===== src/tks_pkg.sv =====
// ----------------------------------------------------------------------------
// tks_pkg
// types and constants shared by the top-k selector modules
// ----------------------------------------------------------------------------
package tks_pkg;

   localparam int K_MAX_DEFAULT = 16;
   localparam int DIST_W        = 32;
   localparam int ID_W          = 64;
   localparam int KCFG_W        = 5;
   localparam int POS_W         = 4;

   localparam logic [KCFG_W-1:0] K_RESET = 5'd16;

   typedef logic signed [DIST_W-1:0] dist_type;
   typedef logic [ID_W-1:0]          id_type;

   typedef struct packed {
      logic insert;
      logic rotate;
      logic occupied;
      logic tail;
   } cell_ctl_type;

   typedef enum logic [1:0] {
      ST_IDLE = 2'b01,
      ST_EMIT = 2'b10
   } state_type;

endpackage


===== src/top_k_smallest_selector_top.sv =====
// ----------------------------------------------------------------------------
// top_k_smallest_selector_top
// keeps the k smallest (distance, id) pairs of a query and emits them sorted
// ----------------------------------------------------------------------------
// Candidates enter one item per clock while the block is idle: a row of
// K_MAX cells compares the new distance against every held entry at once and
// slides larger entries up one slot in the same cycle. An item marked last
// then holds req_ready low while the held entries (1 to k of them) are read
// out through cell 0, one per cycle while rsp_ready allows, as the row rotates
// left around the filled slots. The list stays intact after readout. Slot
// storage has no reset and needs no clearing pass.
// ----------------------------------------------------------------------------
module top_k_smallest_selector_top import tks_pkg::*; #(
   parameter int K_MAX = K_MAX_DEFAULT
) (
   input  logic              clock,
   input  logic              reset,
   input  logic              csr_write_en,
   input  logic [KCFG_W-1:0] csr_k_in_use,
   input  logic              req_valid,
   output logic              req_ready,
   input  dist_type          req_cand_distance,
   input  id_type            req_cand_id,
   input  logic              req_first_of_query,
   input  logic              req_last_of_query,
   output logic              rsp_valid,
   input  logic              rsp_ready,
   output id_type            rsp_rank_id,
   output dist_type          rsp_rank_distance,
   output logic [POS_W-1:0]  rsp_rank_position,
   output logic              rsp_last_of_list
);

   localparam int FILL_W = $clog2(K_MAX + 1);

   logic [KCFG_W-1:0] k_cfg_ff;
   logic [FILL_W-1:0] k_eff;
   logic [FILL_W-1:0] fill_ff;
   logic [FILL_W-1:0] fill_in;
   logic [FILL_W-1:0] fill_eff;
   logic [FILL_W-1:0] cnt_ff;
   logic [FILL_W-1:0] cnt_in;
   state_type         state_ff;
   state_type         state_in;
   logic              accept;
   logic              load;
   logic              last_rank;

   logic              rsp_valid_ff;
   logic              rsp_valid_in;
   id_type            rsp_id_ff;
   dist_type          rsp_dist_ff;
   logic [POS_W-1:0]  rsp_pos_ff;
   logic              rsp_last_ff;

   dist_type     cell_dist [K_MAX];
   id_type       cell_id   [K_MAX];
   logic         cell_lt   [K_MAX];
   cell_ctl_type cell_ctl  [K_MAX];

   always_comb begin
      if (k_cfg_ff == '0) begin
         k_eff = FILL_W'(1);
      end else if (int'(k_cfg_ff) > K_MAX) begin
         k_eff = FILL_W'(K_MAX);
      end else begin
         k_eff = FILL_W'(k_cfg_ff);
      end
   end

   // list cleared by a first item, truncated when k was lowered
   always_comb begin
      if (req_first_of_query) begin
         fill_eff = '0;
      end else if (fill_ff > k_eff) begin
         fill_eff = k_eff;
      end else begin
         fill_eff = fill_ff;
      end
   end

   assign req_ready = (state_ff == ST_IDLE);
   assign accept    = req_valid && req_ready;
   assign load      = (state_ff == ST_EMIT) && (!rsp_valid_ff || rsp_ready);
   assign last_rank = (cnt_ff + FILL_W'(1)) == fill_ff;

   always_comb begin
      fill_in      = fill_ff;
      cnt_in       = cnt_ff;
      state_in     = state_ff;
      rsp_valid_in = rsp_valid_ff;
      if (rsp_ready) begin
         rsp_valid_in = 1'b0;
      end
      case (state_ff)
         ST_IDLE: begin
            if (accept) begin
               fill_in = (fill_eff < k_eff) ? fill_eff + FILL_W'(1) : fill_eff;
               cnt_in  = '0;
               if (req_last_of_query) begin
                  state_in = ST_EMIT;
               end
            end
         end
         ST_EMIT: begin
            if (load) begin
               rsp_valid_in = 1'b1;
               cnt_in       = cnt_ff + FILL_W'(1);
               if (last_rank) begin
                  state_in = ST_IDLE;
               end
            end
         end
         default: begin
            state_in = ST_IDLE;
         end
      endcase
   end

   always_ff @(posedge clock) begin
      if (reset) begin
         k_cfg_ff     <= K_RESET;
         fill_ff      <= '0;
         cnt_ff       <= '0;
         state_ff     <= ST_IDLE;
         rsp_valid_ff <= 1'b0;
      end else begin
         if (csr_write_en) begin
            k_cfg_ff <= csr_k_in_use;
         end
         fill_ff      <= fill_in;
         cnt_ff       <= cnt_in;
         state_ff     <= state_in;
         rsp_valid_ff <= rsp_valid_in;
      end
   end

   always_ff @(posedge clock) begin
      if (load) begin
         rsp_id_ff   <= cell_id[0];
         rsp_dist_ff <= cell_dist[0];
         rsp_pos_ff  <= POS_W'(cnt_ff);
         rsp_last_ff <= last_rank;
      end
   end

   genvar gi;
   generate
      for (gi = 0; gi < K_MAX; gi++) begin : g_cell
         dist_type left_dist;
         id_type   left_id;
         logic     left_lt;
         dist_type right_dist;
         id_type   right_id;

         if (gi == 0) begin : g_head
            assign left_dist = req_cand_distance;
            assign left_id   = req_cand_id;
            assign left_lt   = 1'b0;
         end else begin : g_body
            assign left_dist = cell_dist[gi-1];
            assign left_id   = cell_id[gi-1];
            assign left_lt   = cell_lt[gi-1];
         end

         if (gi == K_MAX - 1) begin : g_end
            assign right_dist = cell_dist[0];
            assign right_id   = cell_id[0];
         end else begin : g_mid
            assign right_dist = cell_dist[gi+1];
            assign right_id   = cell_id[gi+1];
         end

         assign cell_ctl[gi].insert   = accept;
         assign cell_ctl[gi].rotate   = load;
         assign cell_ctl[gi].occupied = FILL_W'(gi) < fill_eff;
         assign cell_ctl[gi].tail     = FILL_W'(gi) == (fill_ff - FILL_W'(1));

         tks_cell u_cell (
            .clock          (clock),
            .ctl            (cell_ctl[gi]),
            .cand_distance  (req_cand_distance),
            .cand_id        (req_cand_id),
            .left_distance  (left_dist),
            .left_id        (left_id),
            .left_lt        (left_lt),
            .right_distance (right_dist),
            .right_id       (right_id),
            .head_distance  (cell_dist[0]),
            .head_id        (cell_id[0]),
            .distance       (cell_dist[gi]),
            .id             (cell_id[gi]),
            .lt             (cell_lt[gi])
         );
      end
   endgenerate

   assign rsp_valid         = rsp_valid_ff;
   assign rsp_rank_id       = rsp_id_ff;
   assign rsp_rank_distance = rsp_dist_ff;
   assign rsp_rank_position = rsp_pos_ff;
   assign rsp_last_of_list  = rsp_last_ff;

endmodule


===== src/tks_cell.sv =====
// ----------------------------------------------------------------------------
// tks_cell
// one slot of the sorted list: parallel insert and rotate-left for readout
// ----------------------------------------------------------------------------
module tks_cell import tks_pkg::*; (
   input  logic         clock,
   input  cell_ctl_type ctl,
   input  dist_type     cand_distance,
   input  id_type       cand_id,
   input  dist_type     left_distance,
   input  id_type       left_id,
   input  logic         left_lt,
   input  dist_type     right_distance,
   input  id_type       right_id,
   input  dist_type     head_distance,
   input  id_type       head_id,
   output dist_type     distance,
   output id_type       id,
   output logic         lt
);

   dist_type dist_ff;
   dist_type dist_in;
   id_type   id_ff;
   id_type   id_in;

   // empty slots count as larger than any candidate
   assign lt = !ctl.occupied || (cand_distance < dist_ff);

   always_comb begin
      dist_in = dist_ff;
      id_in   = id_ff;
      if (ctl.insert && lt) begin
         if (left_lt) begin
            dist_in = left_distance;
            id_in   = left_id;
         end else begin
            dist_in = cand_distance;
            id_in   = cand_id;
         end
      end else if (ctl.rotate) begin
         if (ctl.tail) begin
            dist_in = head_distance;
            id_in   = head_id;
         end else begin
            dist_in = right_distance;
            id_in   = right_id;
         end
      end
   end

   always_ff @(posedge clock) begin
      dist_ff <= dist_in;
      id_ff   <= id_in;
   end

   assign distance = dist_ff;
   assign id       = id_ff;

endmodule


===== config.mk =====
export PLATFORM = sky130hd
export DESIGN_NAME = top_k_smallest_selector_top
export DESIGN_NICKNAME = d
export VERILOG_FILES = /design/src/tks_pkg.sv /design/src/top_k_smallest_selector_top.sv /design/src/tks_cell.sv
export SDC_FILE = /design/constraint.sdc
export NUM_CORES = 2
export LEC_CHECK = 0
export BUFFER_PORTS_ARGS = -buffer_cell sky130_fd_sc_hd__clkbuf_2
export CAP_MARGIN = 20
export CORE_MARGIN = 2
export CORE_UTILIZATION = 45
export CTS_CLUSTER_DIAMETER = 100
export CTS_CLUSTER_SIZE = 10
export DETAILED_ROUTE_END_ITERATION = 8
export SETUP_SLACK_MARGIN = 0.15
export SLEW_MARGIN = 20
export SYNTH_ARGS = -nofsm -noshare
export SYNTH_HDL_FRONTEND = slang
export SYNTH_HIERARCHICAL = 1
export SYNTH_SLANG_ARGS = --single-unit

===== constraint.sdc =====
create_clock -name clock -period 12.7 [get_ports clock]
set_input_delay 2.54 -clock clock [delete_from_list [all_inputs] [get_ports clock]]
set_output_delay 2.54 -clock clock [all_outputs]
set_load 0.02 [all_outputs]

==> key figures <==
Status
  • Status: finished clean

Global route
  • First-pass GRT wire length: approximately 550 mm
  • Vias in the first global route: 79,400
  • Initial antenna violation count: 17
  • Largest net degree at the start of global routing: 97
  • GR met1 Demand/Resource: 39.7%
  • GR peak layer: met2
  • Grt met2 use: 45.4%
  • M3 GR Usage: under 10%
  • All-Layer GR Usage: 28.4%
  • Congestion Overflow GR: 0

Drt
  • Drt drc: 0
  • Vias per inst: 6.25
  • DRT antenna net count: 0
  • DR iter-0 viols: ~6,600
  • Routed WL: around 380 mm
  • DR vias: around 77,000
  • WL per Instance: about 30 µm
  • First-pass detailed-route iteration total: 5

Layout
  • Nets: around 9,600
  • Final core occ: 49.0%
  • P&R area growth vs syn: 8.42%
  • Layout cell share with drive strength beyond 1: 7.86%
  • Post-Layout Cell Count: 12,400
  • Fill count: about 22,000

Timing
  • Fmax: 139 MHz
  • Final setup vio count: 0
  • Fin crit share: 56.5%
  • Worst setup margin: 5.53 ns
  • Clock skew: 0.0515 ns
  • Rel. slew slack: 14.4%
  • Slew at the pin with the worst max-slew slack: roughly 1.3 ns
  • Tmin final: ~7.2 ns
  • Setup_tns: 0 ns
  • RSZ-0062 raised after global routing: false
  • Max Slew Vio Count: 0
  • Fin. Hold Viols: 0

Place
  • Dpl ws: roughly 4.8 ns
  • Port buffer count: 210
  • Placed cell count: about 12,000
  • Detailed placement HPWL: 237 mm
  • Global placement routability congestion: 0.899

Setup path
  • Crit path largest cell delay: a little under 0.9 ns
  • Worst setup SP type: primary input
  • Cell Chain, Critical Path: clkbuf_2 -> buf_4 -> ha_1 -> nand4_1 -> nor4_1 -> nand3_1 -> o2bb2ai_1 -> o311a_4 -> buf_4 -> buf_4 -> mux2i_1
  • Crit path DAT: 7.75 ns
  • Crit-path max FO: 39
  • Reg2Reg Depth: 13
  • FF-to-FF setup slack: between 6 and 7 ns
  • Startpoint of the worst-slack reg-to-reg timing path: fill_ff[2]
  • Crit path required time: 13.28 ns
  • WS Path Type: primary input to flop
  • Most used cell, CP: buf_4
  • Slowest CP cell: buf_4
  • Reg-to-reg endpoint: g_cell[14].u_cell/id[57]
  • CP endpoint kind: flop

CTS
  • Worst-skew pair later-pin latency: 0.89 ns
  • CTS tree: built
  • CTS Sinks: about 1,700
  • Worst-case clock buffer depth: 3
  • CTS Buf Count: 185
  • Root Buffer: clkbuf_16
  • PostCTS Resize Cnt: 0
  • Clk slew on worst S/H paths: 0.05 ns
  • H-tree Lvls: 4
  • Postcts setup bufs: 0
  • Cts hold-fix bufs: 0

Power and ir drop
  • Worst vdd ir: 0.187 mV
  • Static leakage: 56.3 nW
  • Pwr dens: 270 nW/µm²

Yosys
  • Average size of a mapped cell: 12.7 µm²
  • Synthesis Warnings: 6
  • Synthesized netlist cell count: 8,923
  • Net Count, Synth: 9,540
  • Synth Cell Area: 113,000 µm²

Floorplan
  • Core ar.: ~250,000 µm²
  • Site row count: 184
  • Chip height: 506 µm
  • I/O pin count: 211
  • Die width: 506 µm
  • Starting density of the core: 45.2%
  • Die footprint: 256,000 µm²

Min path
  • Worst hold start: state_ff[1]
  • WHS Path Cells: 1
  • Hold WC Path Type: flop to flop
  • WHS Endpoint: state_ff[1]

Job
  • Max-Cap Viols: 0
==> placed cells by master (no fill, tap or decap), types with 32 or more instances in the layout <==
cell       count
mux2i_1     4616
edfxtp_1    1637
inv_1        538
ha_1         509
a21oi_1      226
clkbuf_2     210
buf_4        187
clkbuf_16    186
nand2_1      183
o21ai_0      106
nand4_1       81
nor2_1        73
nand3_1       37
nor3_1        32
==> flip-flops by register name, summed over array words and instances, names as in the netlist <==
signal / count
cnt_ff: 5
fill_ff: 5
g_cell.u_cell/distance: 512
g_cell.u_cell/id: 1024
k_cfg_ff: 5
rsp_last_of_list: 1
rsp_rank_distance: 32
rsp_rank_id: 64
rsp_rank_position: 4
rsp_valid: 1
state_ff: 2
==> area by class of cell <==
cell class | count | area [µm²] | share of cell area (%)
clock buffer | 212 | 4760 | 3.87
clock inverter | 20 | 360 | 0.293
multi-input combinational | 6193 | 59300 | 48.2
sequential | 1655 | 49500 | 40.3
antenna | 12 | 30.0 | 0.0244
inverter | 539 | 2020 | 1.65
tap | 3348 | 4190 | 3.41
timing repair buffer | 414 | 2790 | 2.27
==> power by group <==
part	internal, mW	total (mW)	switching (mW)
registers	10.6	13.3	2.66
clock network	2.67	5.01	2.33
logic	6.07	15.0	8.91
total	19.4	33.3	13.9
==> metrics by stage <==
step | hold WS, ns | cell area, µm² | total power [mW]
CTS | 0.509 | 123000 | 33.1
global route | 0.523 | 123000 | 35.0
floorplan | 0.457 | 113000 | 23.1
global placement | 0.474 | 118000 | 27.6
detailed placement | 0.498 | 118000 | 28.0
finish | 0.508 | 123000 | 33.3
==> worst max path at each step <==
stage                          start                            to
2_1_floorplan              rsp_ready  g_cell[0].u_cell/distance[0]
3_3_place_gp   req_cand_distance[31]      g_cell[12].u_cell/id[51]
3_5_place_dp   req_cand_distance[31]      g_cell[13].u_cell/id[31]
4_1_cts        req_cand_distance[31]      g_cell[13].u_cell/id[21]
5_1_grt        req_cand_distance[31]      g_cell[13].u_cell/id[31]
6_report       req_cand_distance[31]      g_cell[13].u_cell/id[21]
==> worst max-delay path, delay by kind of cell <==
family | cells | cell delay (ns)
adders and majority gates | 1 | 0.36
muxes | 1 | 0.16
AOI/OAI and AO/OA | 2 | 1.25
and+or+nand+nor | 3 | 1.16
buffers and inverters | 4 | 2.18
==> per-layer routing <==
| metal | routed length, µm | vias up |
|---|---|---|
| li1 | - | 34100 |
| met1 | 168000 | 40200 |
| met2 | 171000 | 2619 |
| met3 | 23100 | 538 |
| met4 | 13200 | 2 |
| met5 | 13 | - |
Power figures use the tool's default switching activity.
